===== config.mk =====
export PLATFORM = sky130hd
export DESIGN_NAME = multitouch_slot_event_encoder
export DESIGN_NICKNAME = d
export VERILOG_FILES = /design/src/rtl/mtse_pkg.sv /design/src/rtl/mtse_fifo.sv /design/src/rtl/mtse_div.sv /design/src/rtl/mtse_front.sv /design/src/rtl/mtse_back.sv /design/src/rtl/multitouch_slot_event_encoder.sv
export SDC_FILE = /design/constraint.sdc
export NUM_CORES = 1
export LEC_CHECK = 0
export BUFFER_PORTS_ARGS = -buffer_cell sky130_fd_sc_hd__buf_2
export CORE_MARGIN = 2
export CORE_UTILIZATION = 67
export CTS_CLUSTER_SIZE = 14
export DETAILED_ROUTE_END_ITERATION = 16
export GPL_TIMING_DRIVEN = 0
export PLACE_DENSITY = 0.89
export SETUP_SLACK_MARGIN = 0.05
export SLEW_MARGIN = 20
export SYNTH_ARGS = -nofsm -noshare
export SYNTH_HDL_FRONTEND = slang
export SYNTH_SLANG_ARGS = --single-unit

===== constraint.sdc =====
create_clock -name clk -period 8.07 [get_ports clk]
set_input_delay 1.614 -clock clk [delete_from_list [all_inputs] [get_ports clk]]
set_output_delay 1.614 -clock clk [all_outputs]
set_load 0.01 [all_outputs]

===== src/rtl/mtse_pkg.sv =====
// Shared types, event codes and helpers for the multi-touch slot event encoder.
package mtse_pkg;

	localparam int MAX_SLOTS = 5;

	// Request codes
	localparam logic REQ_TOUCH   = 1'b0;
	localparam logic REQ_RELEASE = 1'b1;

	// Configuration register indexes
	localparam logic [1:0] CFG_WIDTH  = 2'd0;
	localparam logic [1:0] CFG_HEIGHT = 2'd1;

	// Event types
	localparam logic [1:0] EV_SYN = 2'd0;
	localparam logic [1:0] EV_KEY = 2'd1;
	localparam logic [1:0] EV_ABS = 2'd3;

	// Event codes
	localparam logic [9:0] CODE_SYN      = 10'd0;
	localparam logic [9:0] CODE_ABS_X    = 10'd0;
	localparam logic [9:0] CODE_ABS_Y    = 10'd1;
	localparam logic [9:0] CODE_SLOT     = 10'd47;
	localparam logic [9:0] CODE_POS_X    = 10'd53;
	localparam logic [9:0] CODE_POS_Y    = 10'd54;
	localparam logic [9:0] CODE_TRACK    = 10'd57;
	localparam logic [9:0] CODE_PRESS    = 10'd58;
	localparam logic [9:0] CODE_K_FINGER = 10'd325;
	localparam logic [9:0] CODE_K_QUINT  = 10'd328;
	localparam logic [9:0] CODE_K_TOUCH  = 10'd330;
	localparam logic [9:0] CODE_K_DOUBLE = 10'd333;
	localparam logic [9:0] CODE_K_TRIPLE = 10'd334;
	localparam logic [9:0] CODE_K_QUAD   = 10'd335;

	localparam logic [16:0] VAL_NEG_ONE = 17'h1FFFF;
	localparam logic [15:0] ABS_FULL    = 16'hFFFF;

	typedef enum logic [1:0] {
		K_NEW     = 2'd0,
		K_MOVE    = 2'd1,
		K_LIFT    = 2'd2,
		K_REL_ALL = 2'd3
	} kind_t;

	typedef struct packed {
		kind_t                  kind;
		logic [2:0]             slot;
		logic [15:0]            x;
		logic [15:0]            y;
		logic [15:0]            press;
		logic [MAX_SLOTS-1:0]   mask;
		logic [9:0]             tool_a;
		logic [9:0]             tool_b;
		logic                   tool_vld;
	} cmd_t;

	typedef struct packed {
		logic [1:0]  etype;
		logic [9:0]  code;
		logic [16:0] value;
		logic        last;
	} ev_t;

	// Tool key for a finger count; anything outside 1..4 maps to quint-tap
	function automatic logic [9:0] tool_code(input logic [2:0] cnt);
		logic [9:0] c;
		case (cnt)
			3'd1: c = CODE_K_FINGER;
			3'd2: c = CODE_K_DOUBLE;
			3'd3: c = CODE_K_TRIPLE;
			3'd4: c = CODE_K_QUAD;
			default: c = CODE_K_QUINT;
		endcase
		return c;
	endfunction

	function automatic ev_t make_ev(input logic [1:0] t, input logic [9:0] c,
			input logic [16:0] v, input logic l);
		ev_t e;
		e.etype = t;
		e.code  = c;
		e.value = v;
		e.last  = l;
		return e;
	endfunction

endpackage


===== src/rtl/mtse_fifo.sv =====
// Small register queue with full and empty flags.
module mtse_fifo #(
	parameter int WIDTH = 8,
	parameter int DEPTH = 2
) (
	input  logic             clk,
	input  logic             arst_n,
	input  logic             wr_en,
	input  logic [WIDTH-1:0] wr_data,
	output logic             full,
	input  logic             rd_en,
	output logic [WIDTH-1:0] rd_data,
	output logic             empty
);
	localparam int PTR_W = (DEPTH > 1) ? $clog2(DEPTH) : 1;
	localparam int CNT_W = $clog2(DEPTH + 1);
	localparam logic [PTR_W-1:0] LAST_PTR = PTR_W'(DEPTH - 1);
	localparam logic [CNT_W-1:0] FULL_CNT = CNT_W'(DEPTH);

	logic [WIDTH-1:0] mem_q [DEPTH];
	logic [PTR_W-1:0] wr_ptr_q, rd_ptr_q;
	logic [CNT_W-1:0] cnt_q;
	logic             do_wr, do_rd;

	assign full    = (cnt_q == FULL_CNT);
	assign empty   = (cnt_q == '0);
	assign do_wr   = wr_en && !full;
	assign do_rd   = rd_en && !empty;
	assign rd_data = mem_q[rd_ptr_q];

	always_ff @(posedge clk or negedge arst_n) begin
		if (!arst_n) begin
			wr_ptr_q <= '0;
			rd_ptr_q <= '0;
			cnt_q    <= '0;
		end else begin
			if (do_wr) begin
				wr_ptr_q <= (wr_ptr_q == LAST_PTR) ? '0 : wr_ptr_q + 1'b1;
			end
			if (do_rd) begin
				rd_ptr_q <= (rd_ptr_q == LAST_PTR) ? '0 : rd_ptr_q + 1'b1;
			end
			if (do_wr && !do_rd) begin
				cnt_q <= cnt_q + 1'b1;
			end else if (do_rd && !do_wr) begin
				cnt_q <= cnt_q - 1'b1;
			end
		end
	end

	always_ff @(posedge clk) begin
		if (do_wr) begin
			mem_q[wr_ptr_q] <= wr_data;
		end
	end

endmodule


===== src/rtl/mtse_div.sv =====
// Serial coordinate scaler: floor(v*65535/size), saturated, one quotient bit per cycle.
module mtse_div (
	input  logic        clk,
	input  logic        arst_n,
	input  logic        start,
	input  logic [15:0] coord,
	input  logic [15:0] size,
	output logic        done,
	output logic [15:0] quot
);
	import mtse_pkg::*;

	logic        busy_q, done_q;
	logic [3:0]  cnt_q;
	logic [15:0] rem_q, lo_q, div_q;
	logic [31:0] prod;
	logic [16:0] trial, diff;
	logic        qbit;
	logic        sat;

	// v*65535 as v*2^16 - v
	assign prod  = {coord, 16'h0000} - {16'h0000, coord};
	// v >= size means the quotient reaches full scale
	assign sat   = (size == 16'h0000) || (coord >= size);
	assign trial = {rem_q, lo_q[15]};
	assign diff  = trial - {1'b0, div_q};
	assign qbit  = (trial >= {1'b0, div_q});

	assign done = done_q;
	assign quot = lo_q;

	always_ff @(posedge clk or negedge arst_n) begin
		if (!arst_n) begin
			busy_q <= 1'b0;
			done_q <= 1'b0;
			cnt_q  <= '0;
		end else if (start) begin
			busy_q <= !sat;
			done_q <= sat;
			cnt_q  <= '0;
		end else if (busy_q) begin
			cnt_q <= cnt_q + 1'b1;
			if (cnt_q == 4'hF) begin
				busy_q <= 1'b0;
				done_q <= 1'b1;
			end
		end
	end

	always_ff @(posedge clk) begin
		if (start) begin
			div_q <= size;
			if (sat) begin
				lo_q <= ABS_FULL;
			end else begin
				rem_q <= prod[31:16];
				lo_q  <= prod[15:0];
			end
		end else if (busy_q) begin
			rem_q <= qbit ? diff[15:0] : trial[15:0];
			lo_q  <= {lo_q[14:0], qbit};
		end
	end

endmodule


===== src/rtl/mtse_front.sv =====
// Front end: takes requests, classifies them against the slot flags, queues commands.
module mtse_front #(
	parameter int NUM_SLOTS = 5
) (
	input  logic              clk,
	input  logic              arst_n,
	input  logic              push,
	input  logic              req_type,
	input  logic [15:0]       touch_x,
	input  logic [15:0]       touch_y,
	input  logic [2:0]        slot_index,
	input  logic              finger_down,
	input  logic [15:0]       pressure_level,
	input  logic              cmd_full,
	output logic              cmd_push,
	output mtse_pkg::cmd_t    cmd_data
);
	import mtse_pkg::*;

	localparam logic [2:0] SLOT_LIM = 3'(NUM_SLOTS);

	logic [NUM_SLOTS-1:0] active_q;
	logic [NUM_SLOTS-1:0] sel;
	logic                 accept, slot_ok, was_act;
	logic [2:0]           cnt_new, cnt_old;

	assign accept   = push && !cmd_full;
	assign slot_ok  = (slot_index < SLOT_LIM);
	assign sel      = slot_ok ? ({{(NUM_SLOTS-1){1'b0}}, 1'b1} << slot_index) : '0;
	assign was_act  = |(active_q & sel);
	assign cnt_new  = 3'($countones(active_q | sel));
	assign cnt_old  = 3'($countones(active_q));
	// out-of-range slots on a touch report are dropped here
	assign cmd_push = accept && ((req_type == REQ_RELEASE) || slot_ok);

	always_comb begin
		cmd_data          = '0;
		cmd_data.slot     = slot_index;
		cmd_data.x        = touch_x;
		cmd_data.y        = touch_y;
		cmd_data.press    = pressure_level;
		cmd_data.mask[NUM_SLOTS-1:0] = active_q;
		if (req_type == REQ_RELEASE) begin
			cmd_data.kind = K_REL_ALL;
		end else if (finger_down && !was_act) begin
			cmd_data.kind   = K_NEW;
			cmd_data.tool_a = tool_code(cnt_new - 3'd1);
			cmd_data.tool_b = tool_code(cnt_new);
		end else if (finger_down) begin
			cmd_data.kind = K_MOVE;
		end else begin
			// lift counts the slot as it was before the lift
			cmd_data.kind     = K_LIFT;
			cmd_data.tool_a   = tool_code(cnt_old);
			cmd_data.tool_vld = (cnt_old >= 3'd2);
		end
	end

	always_ff @(posedge clk or negedge arst_n) begin
		if (!arst_n) begin
			active_q <= '0;
		end else if (cmd_push) begin
			case (cmd_data.kind)
				K_REL_ALL: active_q <= '0;
				K_NEW:     active_q <= active_q | sel;
				K_LIFT:    active_q <= active_q & ~sel;
				default:   active_q <= active_q;
			endcase
		end
	end

endmodule


===== src/rtl/mtse_back.sv =====
// Back end: walks each command's event run, scales coordinates, feeds the result queue.
module mtse_back #(
	parameter int NUM_SLOTS = 5
) (
	input  logic           clk,
	input  logic           arst_n,
	input  logic           cmd_empty,
	input  mtse_pkg::cmd_t cmd_data,
	output logic           cmd_pop,
	input  logic [15:0]    scr_w,
	input  logic [15:0]    scr_h,
	input  logic           out_full,
	output logic           ev_push,
	output mtse_pkg::ev_t  ev_data
);
	import mtse_pkg::*;

	localparam logic [2:0] LAST_PTR = 3'(NUM_SLOTS - 1);

	typedef enum logic [2:0] {
		B_IDLE = 3'b001,
		B_REL  = 3'b010,
		B_SEQ  = 3'b100
	} bstate_t;

	bstate_t     state_q;
	logic [3:0]  step_q;
	logic [2:0]  ptr_q;
	logic        half_q;
	cmd_t        cmd_q;

	logic        div_start, x_done, y_done;
	logic [15:0] ax, ay;
	ev_t         seq_ev, rel_ev;
	logic        need_div, seq_go, rel_go, rel_hit;
	logic [16:0] slot_val, press_val, ax_val, ay_val;

	assign cmd_pop   = (state_q == B_IDLE) && !cmd_empty;
	assign div_start = cmd_pop && ((cmd_data.kind == K_NEW) || (cmd_data.kind == K_MOVE));

	mtse_div u_div_x (
		.clk    (clk),
		.arst_n (arst_n),
		.start  (div_start),
		.coord  (cmd_data.x),
		.size   (scr_w),
		.done   (x_done),
		.quot   (ax)
	);

	mtse_div u_div_y (
		.clk    (clk),
		.arst_n (arst_n),
		.start  (div_start),
		.coord  (cmd_data.y),
		.size   (scr_h),
		.done   (y_done),
		.quot   (ay)
	);

	assign slot_val  = {14'h0000, cmd_q.slot};
	assign press_val = {1'b0, cmd_q.press};
	assign ax_val    = {1'b0, ax};
	assign ay_val    = {1'b0, ay};

	// release-all: slot select then tracking id -1 for each active slot
	assign rel_hit = cmd_q.mask[ptr_q];
	assign rel_ev  = half_q ? make_ev(EV_ABS, CODE_TRACK, VAL_NEG_ONE, 1'b0)
	                        : make_ev(EV_ABS, CODE_SLOT, {14'h0000, ptr_q}, 1'b0);
	assign rel_go  = (state_q == B_REL) && rel_hit && !out_full;

	always_comb begin
		seq_ev   = make_ev(EV_SYN, CODE_SYN, 17'h00000, 1'b1);
		need_div = 1'b0;
		case (cmd_q.kind)
			K_NEW: begin
				case (step_q)
					4'd0: seq_ev = make_ev(EV_ABS, CODE_SLOT, slot_val, 1'b0);
					4'd1: seq_ev = make_ev(EV_ABS, CODE_TRACK, slot_val, 1'b0);
					4'd2: seq_ev = make_ev(EV_KEY, CODE_K_TOUCH, 17'h00001, 1'b0);
					4'd3: seq_ev = make_ev(EV_KEY, cmd_q.tool_a, 17'h00000, 1'b0);
					4'd4: seq_ev = make_ev(EV_KEY, cmd_q.tool_b, 17'h00001, 1'b0);
					4'd5: seq_ev = make_ev(EV_ABS, CODE_PRESS, press_val, 1'b0);
					4'd6: begin
						seq_ev   = make_ev(EV_ABS, CODE_POS_X, ax_val, 1'b0);
						need_div = 1'b1;
					end
					4'd7: seq_ev = make_ev(EV_ABS, CODE_POS_Y, ay_val, 1'b0);
					4'd8: seq_ev = make_ev(EV_ABS, CODE_ABS_X, ax_val, 1'b0);
					4'd9: seq_ev = make_ev(EV_ABS, CODE_ABS_Y, ay_val, 1'b0);
					default: seq_ev = make_ev(EV_SYN, CODE_SYN, 17'h00000, 1'b1);
				endcase
			end
			K_MOVE: begin
				case (step_q)
					4'd0: seq_ev = make_ev(EV_ABS, CODE_SLOT, slot_val, 1'b0);
					4'd1: seq_ev = make_ev(EV_ABS, CODE_PRESS, press_val, 1'b0);
					4'd2: begin
						seq_ev   = make_ev(EV_ABS, CODE_POS_X, ax_val, 1'b0);
						need_div = 1'b1;
					end
					4'd3: seq_ev = make_ev(EV_ABS, CODE_POS_Y, ay_val, 1'b0);
					4'd4: seq_ev = make_ev(EV_ABS, CODE_ABS_X, ax_val, 1'b0);
					4'd5: seq_ev = make_ev(EV_ABS, CODE_ABS_Y, ay_val, 1'b0);
					default: seq_ev = make_ev(EV_SYN, CODE_SYN, 17'h00000, 1'b1);
				endcase
			end
			K_LIFT: begin
				case (step_q)
					4'd0: seq_ev = make_ev(EV_ABS, CODE_SLOT, slot_val, 1'b0);
					4'd1: seq_ev = make_ev(EV_ABS, CODE_TRACK, VAL_NEG_ONE, 1'b0);
					4'd2: seq_ev = make_ev(EV_KEY, CODE_K_TOUCH, 17'h00000, 1'b0);
					4'd3: seq_ev = make_ev(EV_KEY, CODE_K_FINGER, 17'h00000, 1'b0);
					4'd4: begin
						// extra tool key only when two or more slots were down
						if (cmd_q.tool_vld) begin
							seq_ev = make_ev(EV_KEY, cmd_q.tool_a, 17'h00000, 1'b0);
						end
					end
					default: seq_ev = make_ev(EV_SYN, CODE_SYN, 17'h00000, 1'b1);
				endcase
			end
			K_REL_ALL: begin
				case (step_q)
					4'd0: seq_ev = make_ev(EV_KEY, CODE_K_TOUCH, 17'h00000, 1'b0);
					4'd1: seq_ev = make_ev(EV_KEY, CODE_K_FINGER, 17'h00000, 1'b0);
					4'd2: seq_ev = make_ev(EV_KEY, CODE_K_DOUBLE, 17'h00000, 1'b0);
					4'd3: seq_ev = make_ev(EV_KEY, CODE_K_TRIPLE, 17'h00000, 1'b0);
					4'd4: seq_ev = make_ev(EV_KEY, CODE_K_QUAD, 17'h00000, 1'b0);
					4'd5: seq_ev = make_ev(EV_KEY, CODE_K_QUINT, 17'h00000, 1'b0);
					default: seq_ev = make_ev(EV_SYN, CODE_SYN, 17'h00000, 1'b1);
				endcase
			end
			default: seq_ev = make_ev(EV_SYN, CODE_SYN, 17'h00000, 1'b1);
		endcase
	end

	// hold on a position beat until both scalers are done
	assign seq_go  = (state_q == B_SEQ) && !out_full && (!need_div || (x_done && y_done));
	assign ev_push = rel_go || seq_go;
	assign ev_data = (state_q == B_REL) ? rel_ev : seq_ev;

	always_ff @(posedge clk or negedge arst_n) begin
		if (!arst_n) begin
			state_q <= B_IDLE;
			step_q  <= '0;
			ptr_q   <= '0;
			half_q  <= 1'b0;
		end else begin
			case (state_q)
				B_IDLE: begin
					if (cmd_pop) begin
						step_q  <= '0;
						ptr_q   <= '0;
						half_q  <= 1'b0;
						state_q <= (cmd_data.kind == K_REL_ALL) ? B_REL : B_SEQ;
					end
				end
				B_REL: begin
					if (!rel_hit || (rel_go && half_q)) begin
						half_q <= 1'b0;
						if (ptr_q == LAST_PTR) begin
							state_q <= B_SEQ;
						end else begin
							ptr_q <= ptr_q + 1'b1;
						end
					end else if (rel_go) begin
						half_q <= 1'b1;
					end
				end
				B_SEQ: begin
					if (seq_go) begin
						if (seq_ev.last) begin
							state_q <= B_IDLE;
						end else begin
							step_q <= step_q + 1'b1;
						end
					end
				end
				default: state_q <= B_IDLE;
			endcase
		end
	end

	always_ff @(posedge clk) begin
		if (cmd_pop) begin
			cmd_q <= cmd_data;
		end
	end

endmodule


===== src/rtl/multitouch_slot_event_encoder.sv =====
// Multi-touch slot event encoder top level: config registers, queues, front and back.
//
// Requests enter on push/full: an item is taken when push is high and full is low.
// Each touch report for a slot below NUM_SLOTS, and each release-all, turns into a
// run of input events (type, code, value) read out on empty/pop; the closing sync
// event carries last_event. Reports for higher slots give no events at all.
// Screen width and height are written through cfg_valid/cfg_ready (always ready),
// cfg_index 0 for width and 1 for height; other indexes are ignored.
// The front classifies a request in its accept cycle against the per-slot active
// flags and drops a command into a short queue, so it keeps taking requests while
// the back works. The first event passes the command queue, the back's command
// register and the result queue before it shows on the outputs. The back emits a
// run's events one at a time and pops the next command only once the run is done.
// Position events wait on two 16-step serial dividers started when the command is
// loaded; a divider whose coordinate saturates skips the steps.
// When the receiver stops popping, the result queue fills and the back holds; the
// command queue then fills and full rises. Reset clears all slot flags, empties
// both queues and loads 1920 by 1080.
module multitouch_slot_event_encoder #(
	parameter int NUM_SLOTS = 5,
	parameter int CMD_DEPTH = 2,
	parameter int OUT_DEPTH = 2
) (
	input  logic               clk,
	input  logic               arst_n,
	input  logic               push,
	output logic               full,
	input  logic               req_type,
	input  logic [15:0]        touch_x,
	input  logic [15:0]        touch_y,
	input  logic [2:0]         slot_index,
	input  logic               finger_down,
	input  logic [15:0]        pressure_level,
	output logic               empty,
	input  logic               pop,
	output logic [1:0]         event_type,
	output logic [9:0]         event_code,
	output logic signed [16:0] event_value,
	output logic               last_event,
	input  logic               cfg_valid,
	output logic               cfg_ready,
	input  logic [1:0]         cfg_index,
	input  logic [15:0]        cfg_data
);
	import mtse_pkg::*;

	logic [15:0] scr_w_q, scr_h_q;
	logic        cmd_push, cmd_full, cmd_empty, cmd_pop;
	cmd_t        cmd_in, cmd_out;
	logic        ev_push, out_full;
	ev_t         ev_in, ev_out;

	assign cfg_ready = 1'b1;

	always_ff @(posedge clk or negedge arst_n) begin
		if (!arst_n) begin
			scr_w_q <= 16'd1920;
			scr_h_q <= 16'd1080;
		end else if (cfg_valid && cfg_ready) begin
			case (cfg_index)
				CFG_WIDTH:  scr_w_q <= cfg_data;
				CFG_HEIGHT: scr_h_q <= cfg_data;
				default:    scr_w_q <= scr_w_q;
			endcase
		end
	end

	mtse_front #(
		.NUM_SLOTS (NUM_SLOTS)
	) u_front (
		.clk            (clk),
		.arst_n         (arst_n),
		.push           (push),
		.req_type       (req_type),
		.touch_x        (touch_x),
		.touch_y        (touch_y),
		.slot_index     (slot_index),
		.finger_down    (finger_down),
		.pressure_level (pressure_level),
		.cmd_full       (cmd_full),
		.cmd_push       (cmd_push),
		.cmd_data       (cmd_in)
	);

	assign full = cmd_full;

	mtse_fifo #(
		.WIDTH ($bits(cmd_t)),
		.DEPTH (CMD_DEPTH)
	) u_cmd_q (
		.clk     (clk),
		.arst_n  (arst_n),
		.wr_en   (cmd_push),
		.wr_data (cmd_in),
		.full    (cmd_full),
		.rd_en   (cmd_pop),
		.rd_data (cmd_out),
		.empty   (cmd_empty)
	);

	mtse_back #(
		.NUM_SLOTS (NUM_SLOTS)
	) u_back (
		.clk       (clk),
		.arst_n    (arst_n),
		.cmd_empty (cmd_empty),
		.cmd_data  (cmd_out),
		.cmd_pop   (cmd_pop),
		.scr_w     (scr_w_q),
		.scr_h     (scr_h_q),
		.out_full  (out_full),
		.ev_push   (ev_push),
		.ev_data   (ev_in)
	);

	mtse_fifo #(
		.WIDTH ($bits(ev_t)),
		.DEPTH (OUT_DEPTH)
	) u_out_q (
		.clk     (clk),
		.arst_n  (arst_n),
		.wr_en   (ev_push),
		.wr_data (ev_in),
		.full    (out_full),
		.rd_en   (pop),
		.rd_data (ev_out),
		.empty   (empty)
	);

	assign event_type  = ev_out.etype;
	assign event_code  = ev_out.code;
	assign event_value = ev_out.value;
	assign last_event  = ev_out.last;

`ifndef SYNTHESIS
	a_no_push_full: assert property (@(posedge clk) disable iff (!arst_n)
		!(ev_push && out_full))
		else $error("event written into a full result queue");

	a_no_pop_empty: assert property (@(posedge clk) disable iff (!arst_n)
		!(cmd_pop && cmd_empty))
		else $error("command taken from an empty queue");

	a_last_is_sync: assert property (@(posedge clk) disable iff (!arst_n)
		(!empty && last_event) |-> (event_type == EV_SYN && event_code == CODE_SYN))
		else $error("run closed by an event other than sync");

	a_drop_bad_slot: assert property (@(posedge clk) disable iff (!arst_n)
		(push && !full && req_type == REQ_TOUCH && slot_index >= 3'(NUM_SLOTS))
			|-> !cmd_push)
		else $error("out-of-range slot produced a command");
`endif

endmodule


# Word-level counts from Yosys, hierarchy flattened
# Memories as Yosys holds them, arrays and structs flattened.
# Cells that the tools add are included.
dict set report classes {
  n_addsub 25
  n_mul 0
  n_div 0
  magnitude_cmp 7
  n_eq_ne 47
  shift 1
  mux 88
  n_bitwise 4
  reduce_logical 69
}
# operator n
set op_table {}
lappend op_table {{30-bit case mux with 10 select lines} 1}
lappend op_table {{16-bit two-way mux} 14}
lappend op_table {{30-bit case mux with 6 select lines} 1}
lappend op_table {{29-bit case mux with 6 select lines} 1}
lappend op_table {{30-bit case mux with 5 select lines} 1}
lappend op_table {{30-bit case mux with 4 select lines} 1}
lappend op_table {{32-bit by 16-bit subtractor with 32-bit output} 2}
lappend op_table {{4-bit case mux with 4 select lines} 3}
lappend op_table {{17-bit by 16-bit >= comparator with 1-bit output} 2}
lappend op_table {{16-bit >= comparator} 2}
lappend op_table {{16-bit zero test} 2}
lappend op_table {{16-bit subtractor} 2}
lappend op_table {{30-bit two-way mux} 1}
lappend op_table {{29-bit two-way mux} 1}
lappend op_table {{1-bit two-way mux} 28}
lappend op_table {{4-bit two-way mux} 7}
lappend op_table {{3-bit two-way mux} 9}
lappend op_table {{23-bit two-way mux} 1}
lappend op_table {{3-bit by 2-bit equality test with 1-bit output, second input constant} 7}
lappend op_table {{21-bit two-way mux} 1}
lappend op_table {{10-bit two-way mux} 2}
lappend op_table {{1-bit logical AND} 19}
lappend op_table {{4-bit by 3-bit equality test with 1-bit output, second input constant} 4}
lappend op_table {{4-bit equality test, second input constant} 4}
lappend op_table {{45 further kinds} 125}
dict set report word_totals {
  ff_bits 211
  latch_bits 0
  ram_bits 218
  mem_bits_ro 0
  input_bits 76
  output_inout_bits 33
  wordCells 275
  mem_count 2
}
# memory depth width read_ports rd_clocked_by_memory_dff write_ports line
set memory_table {}
lappend memory_table {u_cmd_q.mem_q 2 79 1 0 1 mtse_fifo.sv:20} ;# logic [WIDTH-1:0] mem_q [DEPTH];
lappend memory_table {u_out_q.mem_q 2 30 1 0 1 mtse_fifo.sv:20}

# Depth between registers and ports, before layout
# Gate-level depths: netlist of the first run.
dict set report logic_depth {
  depth_word 12
  mapped_depth 16
  depth_no_buf 12
}

# Modules after synthesis
# A second synthesis of the first run with hierarchy kept.
dict set report unflattened {
  cells_unflattened 1873
  hier_area_um2 23465.0
}
# module n_inst cells_per_inst area_each_um2 seq_area_each_um2
set by_module_without_submodules {}
lappend by_module_without_submodules {mtse_div 2 398 4010.1 1591.5}
lappend by_module_without_submodules {{mtse_fifo (u_cmd_q)} 1 265 6298.5 4844.6}
lappend by_module_without_submodules {mtse_back 1 463 4136.5 1687.9}
lappend by_module_without_submodules {{mtse_fifo (u_out_q)} 1 112 2481.1 1901.8}
lappend by_module_without_submodules {mtse_front 1 167 1295.0 125.1}
lappend by_module_without_submodules {multitouch_slot_event_encoder 1 70 1233.7 810.8}

# Worst setup path before layout of the first run
# Ideal clock, no wire load.
dict set report synth_path {
  path_kind {input to register}
  startpoint {input slot_index[0]}
  endpoint {memory u_cmd_q.mem_q[0][0] (netlist name) (enable)}
  setup_time_ns 0.497
  t_arrival_ns 5.018
  slack_ns 2.555
  path_stages 3
  n_path_buf 0
  cell_sequence {nor2_1 > o31ai_1 > nor2_1}
}
dict set report synth_via {
  elab_chain_cells 6
}
# item line
set synth_lines {}
lappend synth_lines {{start: declaration} multitouch_slot_event_encoder.sv:31} ;# input logic [2:0] slot_index,
lappend synth_lines {{3-bit less-than comparator} mtse_front.sv:28} ;# assign slot_ok = (slot_index < SLOT_LIM);
lappend synth_lines {{1-bit logical OR} mtse_front.sv:34} ;# assign cmd_push = accept && ((req_type == REQ_RELEASE) || slot_ok);
lappend synth_lines {{1-bit logical AND} mtse_front.sv:34}
lappend synth_lines {{1-bit logical AND} mtse_fifo.sv:27} ;# assign do_wr = wr_en && !full;
lappend synth_lines {{1-bit two-way mux} mtse_fifo.sv:52} ;# if (do_wr) begin
lappend synth_lines {{1-bit two-way mux (not written as such)} mtse_fifo.sv:53} ;# mem_q[wr_ptr_q] <= wr_data;
lappend synth_lines {{end: declaration} mtse_fifo.sv:20}
# No other way between the ends.

# Worst setup path after layout of the first run
dict set report layout_path {
  startpoint {register u_cmd_q.rd_ptr_q}
  endpoint {register u_back.u_div_x.rem_q[15] (enable)}
}
dict set report layout_via {
  elab_chain_cells 6
}
# item line
set layout_lines {}
lappend layout_lines {{start: declaration} mtse_fifo.sv:21} ;# logic [PTR_W-1:0] wr_ptr_q, rd_ptr_q;
lappend layout_lines {{start signal: assignment} mtse_fifo.sv:41} ;# rd_ptr_q <= (rd_ptr_q == LAST_PTR) ? '0 : rd_ptr_q + 1'b1;
lappend layout_lines {{memory 2 x 79 bit (*)} --}
lappend layout_lines {{branches (longest 4 deep; another with 16-bit >= comparator)} --}
lappend layout_lines {{2-bit AND reduction (no source line) (*)} --}
lappend layout_lines {{end signal: assignment} mtse_div.sv:56} ;# rem_q <= prod[31:16];
lappend layout_lines {{end signal: assignment} mtse_div.sv:60} ;# rem_q <= qbit ? diff[15:0] : trial[15:0];
lappend layout_lines {{end: declaration} mtse_div.sv:15} ;# logic [15:0] rem_q, lo_q, div_q;
# Mark *: on every way between the ends.
# A chain may end at the register's enable or synchronous reset.

==> out/metrics.csv, run 1 <==
stage;metric;value;unit
power_and_ir_drop;VDD IR max;0.253;mV
global_routing;largest net degree at the start of global routing;59;
status;status;completed;
setup_path;Critical Path Start Type;flop;
setup_path;CP max FO;16;
synthesis;Adder-Cell Fraction of Synth Area;5.42;%
synthesis;count leader, synth;edfxtp_1;
synthesis;biggest area consumer among synthesized cells;edfxtp_1;
timing;total negative slack;0;ns
finish;P&R area growth vs syn;12.7;%
floorplan;io pins;109;
floorplan;chip width;180;um
clocking;Clock H-tree levels;2;
synthesis;largest family of logic cells by synthesized area;compound AO/OA/AOI/OAI gates;
clocking;clk_lat worst skew;0.55;ns
global_routing;antenna violations before repair;0;
clocking;cts repair resizes;0;
floorplan;Die Ht;180;um
clocking;cts hold-fix bufs;0;
power_and_ir_drop;Power Density;436;mW/mm^2
routing;DR vias/cell;6.68;
synthesis;complex-gate fraction of the synthesized area;12.6;%
synthesis;Syn Area/Cell;11.3;sq um
timing;Max Clk Rate;0.176;GHz
clocking;post-CTS setup buffers;0;
synthesis;Yosys top cell area share;47.2;%
synthesis;synthesized-area fraction occupied by and/or/nand/nor cells;12.1;%
routing;DR iter-0 viols;2682;
timing;period utilisation layout;70.5;%
global_routing;first-pass GRT wire length;87.4;mm
timing;clock skew;0.0213;ns
synthesis;most common library cells after synthesis;325 x edfxtp_1, 160 x nor2_1, 144 x a21oi_1;
timing;Tmin final;5.69;ns
global_routing;Total GRT Usage;34.6;%
place;placed inst area;0.0218;sq mm
setup_path;Max stage delay on crit path;0.86;ns
setup_path;r2r worst-path depth;15;
setup_path;Reg-to-Reg Start;u_cmd_q.rd_ptr_q;
hold_path;Hold Crit Depth;0;
routing;Pre-Repair DR Iteration Count;6;
finish;Final Instance Area;0.0233;sq mm
finish;ant diodes;0;
synthesis;Seq cells post-synth;393;
timing;Final Hold Fails;0;
synthesis;Synth area leaders;edfxtp_1 47%, dfrtp_1 7.1%, mux2_2 5.6%, ha_1 4.8%, a21oi_1 3.5%;
hold_path;HP Start;scr_w_q[11];
clocking;CTS Root Cell;clkbuf_16;
setup_path;Critical Path End Type;flop;
setup_path;Setup crit start;u_cmd_q.rd_ptr_q;
routing;routed wire length;56.7;mm
synthesis;post-synthesis xor/xnor area fraction;3.18;%
place;post-DP HPWL;40.8;mm
global_routing;number of global-route vias before repair;15400;
clocking;CTS clk-pin slew, worst paths;0.06;ns
setup_path;Crit path required time;8.24;ns
floorplan;FP Rows;64;
timing;worst rel slew slack;24.5;%
floorplan;total core area;0.0305;sq mm
power_and_ir_drop;LEAKAGE;8.90;nW
clocking;Longest Clk Path Bufs;3;
setup_path;kind of critical path;flop to flop;
setup_path;slowest CP cell;a211oi_2;
clocking;total CTS buffers;41;
synthesis;Async S/R FF share, synth;17.3;%
synthesis;Main synth FF type;edfxtp_1;
timing;# setup viols final;0;
setup_path;critical-path cell list;buf_6 > buf_6 > buf_2 > buf_2 > buf_2 > buf_1 > mux2i_1 > inv_1 > ha_1 > a21oi_1 > a21oi_1 > o311ai_0 > nand3_1 > a211oi_2 > a21o_1;
routing;antenna-violating nets left;0;
finish;Nets;2137;
routing;per-cell routed wire length;23.6;um
timing;unrepaired setup endpoints after global routing;no;
synthesis;sequential-to-total area share from yosys stat;55.5;%
routing;DR vias;16100;
floorplan;Initial Util;67.8;%
synthesis;mux cell area share after synthesis;7.47;%
floorplan;Die Area;0.0323;sq mm
synthesis;post-synth cell types;79;
setup_path;R2R Path End;u_back.u_div_x.rem_q[15];
setup_path;CP Data Arrival Time;5.86;ns
setup_path;Most common cell on crit path;buf_2;
synthesis;mapped cell area;0.0207;sq mm
routing;remaining routing DRC violations;0;
clocking;CTS tree;built;
hold_path;endpoint of the worst hold path;u_back.u_div_x.div_q[11];
setup_path;R2R Setup Slk;2.38;ns
hold_path;Worst Hold Class;flop to flop;
place;routability cong.;1.03;
clocking;# clock sinks;393;
timing;Worst-Margin Slew;1.12;ns
synthesis;number of synthesized flops with an enable pin;325;
synthesis;Yosys warning count;0;
global_routing;total gr overflow;0;
place;port buffer count;104;
flow_run;Max-Cap Viols;0;
timing;Final Max Slew Viols;0;
finish;layout cell share with drive strength beyond 1;16.3;%
synthesis;Synth Instances;1822;
[power breakdown]
group | internal (mW) | total, mW | leakage (nW) | switching [mW]
Combinational | 1.66 | 4.50 | 4.34 | 2.84
Sequential | 3.20 | 3.64 | 3.86 | 0.446
Clock | 1.23 | 2.02 | 0.701 | 0.786
Total | 6.09 | 10.2 | 8.90 | 4.07
[how the worst max path moves through the flow]
stage,end
2_1_floorplan,u_cmd_q.mem_q[0][0]
3_5_place_dp,u_back.u_div_x.rem_q[15]
4_1_cts,u_back.u_div_x.rem_q[14]
5_1_grt,u_back.u_div_x.rem_q[15]
6_report,u_back.u_div_x.rem_q[15]
3_3_place_gp,u_cmd_q.mem_q[0][46]
[per-layer routing]
metal	wire length (um)	track usage, %	part of all wire (%)
met5	0	0	0
met4	2180	12.0	3.8
met3	7260	8.53	13
met2	25000	52.2	44
met1	22200	49.7	39
[cell families after synthesis]
family,Yosys count
simple gates,520
compound gates,414
flops,393
buf+inv,193
mux,139
fa+ha+maj,86
xor+xnor,75
other cells,2
[through the flow]
| stage | cells | util, % | power [mW] | setup slack (ns) | hold WS [ns] |
|---|---|---|---|---|---|
| finish | 2403 | 76.4 | 10.2 | 2.38 | 0.486 |
| global route | 2403 | 76.4 | 10.6 | 2.18 | 0.493 |
| CTS | 2403 | 76.4 | 10.0 | 2.55 | 0.484 |
| detailed placement | 2328 | 71.6 | 7.93 | 2.74 | 0.470 |
| global placement | 2323 | 71.1 | 7.70 | 1.05 | 0.464 |
| floorplan | 1823 | - | 6.57 | 2.56 | 0.447 |
[cells in the final DEF (no fill, tap or decap), types with 11 or more instances in the layout]
| cell type | n |
|---|---|
| a21o_1 | 13 |
| a222oi_1 | 16 |
| a21oi_1 | 144 |
| ha_1 | 80 |
| o21ai_0 | 84 |
| buf_2 | 106 |
| nor2b_1 | 21 |
| a211oi_1 | 14 |
| buf_1 | 16 |
| nand4_1 | 19 |
| dfrtp_1 | 59 |
| nor4_1 | 14 |
| edfxtp_1 | 325 |
| xnor2_1 | 48 |
| nand3_1 | 33 |
| nor3_1 | 64 |
| a22oi_1 | 23 |
| mux2i_1 | 35 |
| mux2_2 | 102 |
| nor3b_1 | 11 |
| or2_2 | 11 |
| nand2_1 | 116 |
| a31oi_1 | 21 |
| inv_1 | 104 |
| xor2_1 | 27 |
| nand2b_1 | 26 |
| clkbuf_1 | 70 |
| nor2_1 | 159 |
| clkbuf_16 | 42 |
[critical path, delay by kind of cell (launching register included)]
family          cells  cell delay, ns
flops               1            0.35
simple gates        1            0.18
buf+inv             7            1.78
mux                 1            0.67
compound gates      5            2.09
fa+ha+maj           1            0.21
[final cells by class]
| type | instances | area, sq um |
|---|---|---|
| buffer | 88 | 373 |
| clock buffer | 56 | 1150 |
| clock inverter | 19 | 304 |
| fill | 1874 | 7200 |
| inverter | 105 | 394 |
| multi-input combinational | 1237 | 8460 |
| sequential | 393 | 11500 |
| tap | 396 | 495 |
| timing repair buffer | 109 | 653 |
[state kept, by name, summed over array words and instances (netlist names), 3 cells and up]
| signal | flops |
|---|---|
| u_back.u_div_x.rem_q | 16 |
| u_back.u_div_y.div_q | 16 |
| u_back.u_div_y.rem_q | 16 |
| u_back.u_div_x.quot | 16 |
| u_back.u_div_x.cnt_q | 4 |
| u_back.cmd_q | 37 |
| u_back.ptr_q | 3 |
| u_back.u_div_y.cnt_q | 4 |
| u_back.state_q | 3 |
| u_cmd_q.mem_q | 138 |
| u_back.step_q | 4 |
| u_out_q.mem_q | 54 |
| scr_w_q | 16 |
| scr_h_q | 16 |
| u_back.u_div_y.quot | 16 |
| u_front.active_q | 5 |
| u_back.u_div_x.div_q | 16 |
Power figures use the tool's default switching activity.
==> run 2: changes to the inputs <==
--- a/config.mk
+++ b/config.mk
@@ -7,11 +7,11 @@
 export LEC_CHECK = 0
 export BUFFER_PORTS_ARGS = -buffer_cell sky130_fd_sc_hd__buf_2
 export CORE_MARGIN = 2
-export CORE_UTILIZATION = 67
+export CORE_UTILIZATION = 62
 export CTS_CLUSTER_SIZE = 14
 export DETAILED_ROUTE_END_ITERATION = 16
 export GPL_TIMING_DRIVEN = 0
-export PLACE_DENSITY = 0.89
+export PLACE_DENSITY = 0.84
 export SETUP_SLACK_MARGIN = 0.05
 export SLEW_MARGIN = 20
 export SYNTH_ARGS = -nofsm -noshare
==> constraint.sdc (replaced) <==
create_clock -name clk -period 5.3 [get_ports clk]
set_input_delay 1.06 -clock clk [delete_from_list [all_inputs] [get_ports clk]]
set_output_delay 1.06 -clock clk [all_outputs]
set_load 0.01 [all_outputs]
==> run 2 against run 1 <==
Clock-buffer cell count fell by 4. Clock skew fell by 0.0020 ns. Highest routed layer unchanged. Largest power group unchanged. Critical endpoint is now u_back.u_div_x.quot[3]. Setup slack got worse by 1.9 ns. Critical path depth rose by 1. Largest cell class unchanged. Die area rose by 7.9%. First-iteration DRC count fell by 11%. Non-clock buffer count rose by 2. Maximum frequency rose by 17%. Cell area rose by 0.18%. Register-to-register slack got worse by 1.9 ns. Wire length fell by 0.21%. Power rose by 51%.
==> out/metrics.csv, run 2 (same netlist as run 1, synthesis figures left out) <==
stage;metric;value;unit;change
timing;clock skew;0.0192;ns;-0.00202 ns
timing;Max Clk Rate;0.206;GHz;+17%
global_routing;met3 GRT Util;6.47;%;-2.1 points
finish;Top Registers;u_cmd_q.mem_q (138), u_out_q.mem_q (54), u_back.cmd_q (37);;
finish;P&R area growth vs syn;13.0;%;
setup_path;R2R Setup Slk;0.44;ns;-1.94 ns
clocking;# clock sinks;393;;unchanged
routing;per-cell routed wire length;23.1;um;-2.1%
setup_path;CP max FO;10;;-6
global_routing;antenna violations before repair;1;;+1
timing;unrepaired setup endpoints after global routing;no;;
global_routing;GR Layer Usage met2;47.4;%;-4.8 points
timing;Final Hold Slack;0.455;ns;-0.0311 ns
finish;Nets;2138;;+0.047%
power_and_ir_drop;Power Density;659;mW/mm^2;+51%
clocking;CTS Root Cell;clkbuf_16;;
routing;DR vias/cell;6.46;;-3.3%
timing;Final Max Slew Viols;0;;unchanged
power_and_ir_drop;VDD IR max;0.450;mV;+78%
routing;DR vias;15800;;-1.4%
setup_path;Most common cell on crit path;buf_2;;
setup_path;critical-path cell list;buf_6 > buf_6 > buf_2 > buf_2 > buf_2 > clkbuf_2 > mux2i_1 > inv_1 > ha_1 > nand3_1 > a21oi_1 > o311ai_0 > nand3_1 > a211oi_4 > clkbuf_2 > a21oi_1;;
finish;fin util;71.4;%;-5.0 points
clocking;Clock H-tree levels;2;;unchanged
place;post-DP HPWL;41.5;mm;+1.7%
global_routing;busiest grt layer;met1;;
setup_path;kind of critical path;flop to flop;;
clocking;clk_lat worst skew;0.54;ns;about the same
floorplan;FP Rows;66;;+3.1%
timing;final setup margin;0.436;ns;-1.94 ns
timing;Final Hold Fails;0;;unchanged
global_routing;first-pass GRT wire length;87.5;mm;+0.14%
timing;# setup viols final;0;;unchanged
place;dpl ws;-0.0671;ns;-2.81 ns
timing;worst rel slew slack;32.6;%;+8.1 points
setup_path;Critical Path End Type;flop;;
floorplan;io pins;109;;unchanged
floorplan;Initial Util;63.2;%;-4.5 points
finish;max reg flops;138;;unchanged
finish;most frequent cells in the layout;325 x edfxtp_1, 159 x nor2_1, 144 x a21oi_1;;
power_and_ir_drop;Tot Pwr;15.4;mW;+51%
power_and_ir_drop;LEAKAGE;8.90;nW;about the same
floorplan;total core area;0.0327;sq mm;+7.2%
finish;layout cell share with drive strength beyond 1;16.6;%;+0.30 points
routing;DR iter-0 viols;2396;;-11%
finish;most common cell after layout, fill and taps aside;edfxtp_1;;
setup_path;critical path buffer and inverter count;8;;+1
finish;ant diodes;0;;unchanged
clocking;CTS tree;built;;
setup_path;Critical Path Start Type;flop;;
hold_path;Worst Hold Class;input pin to asynchronous set/reset pin;;
setup_path;CP Data Arrival Time;5.13;ns;-0.73 ns
place;routability cong.;0.973;;-5.3%
clocking;cts hold-fix bufs;0;;unchanged
setup_path;Max stage delay on crit path;0.60;ns;-0.26 ns
timing;total negative slack;0;ns;unchanged
clocking;CTS clk-pin slew, worst paths;0.06;ns;about the same
global_routing;number of global-route vias before repair;15100;;-2.1%
clocking;total CTS buffers;40;;-2.4%
routing;Pre-Repair DR Iteration Count;8;;+2
place;port buffer count;104;;unchanged
global_routing;met1 usage;49.2;%;-0.47 points
global_routing;total gr overflow;0;;unchanged
global_routing;largest net degree at the start of global routing;54;;-8.5%
timing;Tmin final;4.86;ns;-0.829 ns
setup_path;Crit path max-delay family;buffers and inverters;;
clocking;Longest Clk Path Bufs;3;;unchanged
setup_path;slowest CP cell;mux2i_1;;
routing;remaining routing DRC violations;0;;unchanged
timing;Worst-Margin Slew;1.01;ns;-0.107 ns
global_routing;Total GRT Usage;32.3;%;-2.4 points
timing;period utilisation layout;91.8;%;+21 points
floorplan;Die Area;0.0348;sq mm;+7.9%
floorplan;Die Ht;187;um;+3.9%
routing;routed wire length;56.5;mm;-0.21%
finish;Most flops, register;u_cmd_q.mem_q;;
setup_path;Crit path required time;5.57;ns;-2.67 ns
routing;antenna-violating nets left;0;;unchanged
status;status;completed;;
flow_run;Max-Cap Viols;0;;unchanged
floorplan;chip width;187;um;+3.9%
==> run 2: cell count changes in the layout (fill, tap and decap cells not counted), moves of 2 or more <==
cell and change:
clkinv_2 +3, clkbuf_2 +2, clkbuf_1 -3, inv_6 +4
==> run 2: path summary, 6_finish.rpt <==
| check | from | to | cells after the start |
|---|---|---|---|
| hold reg to reg | scr_w_q[15] | u_back.u_div_x.div_q[15] | 0 |
| setup / recovery | u_cmd_q.rd_ptr_q | u_back.u_div_x.quot[3] | 16 |
| setup reg to reg | u_cmd_q.rd_ptr_q | u_back.u_div_x.quot[3] | 16 |
| hold / removal | arst_n | u_cmd_q.wr_ptr_q | 1 |
| min in group clk | scr_w_q[15] | u_back.u_div_x.div_q[15] | 0 |
| max in group asynchronous | arst_n | scr_h_q[3] | 2 |
==> run 2: metal layers <==
layer	routed length, um	part of all wire (%)
met5	0	0
met4	1560	2.8
met3	6070	11
met2	24500	43
met1	24400	43
==> run 2: report_power, final <==
part / leakage [nW] / switching, mW / internal [mW]
logic: 4.37 / 4.32 / 2.57
clock network: 0.676 / 1.19 / 1.78
registers: 3.86 / 0.665 / 4.86
total: 8.90 / 6.18 / 9.21
==> run 2: metrics by stage <==
step	std cells	area [sq um]
2_1_floorplan	1823	20700
3_3_place_gp	2369	21700
3_5_place_dp	2376	22000
4_1_cts	2449	23300
5_1_grt	2449	23300
6_report	2449	23300
==> run 2: repair_timing <==
| item | CTS | global route |
|---|---|---|
| endpoints found under the setup margin | 25 | 43 |
| resized for setup | 1 | 4 |
| hold endpoints to repair | 0 | 0 |
| buffers inserted | 0 | 0 |
==> run 2: layout make-up <==
cell class | count | area (sq um)
buffer | 88 | 375
clock buffer | 52 | 1110
clock inverter | 21 | 277
fill | 2297 | 9350
inverter | 105 | 394
multi-input combinational | 1237 | 8470
sequential | 393 | 11500
tap | 442 | 553
timing repair buffer | 111 | 701
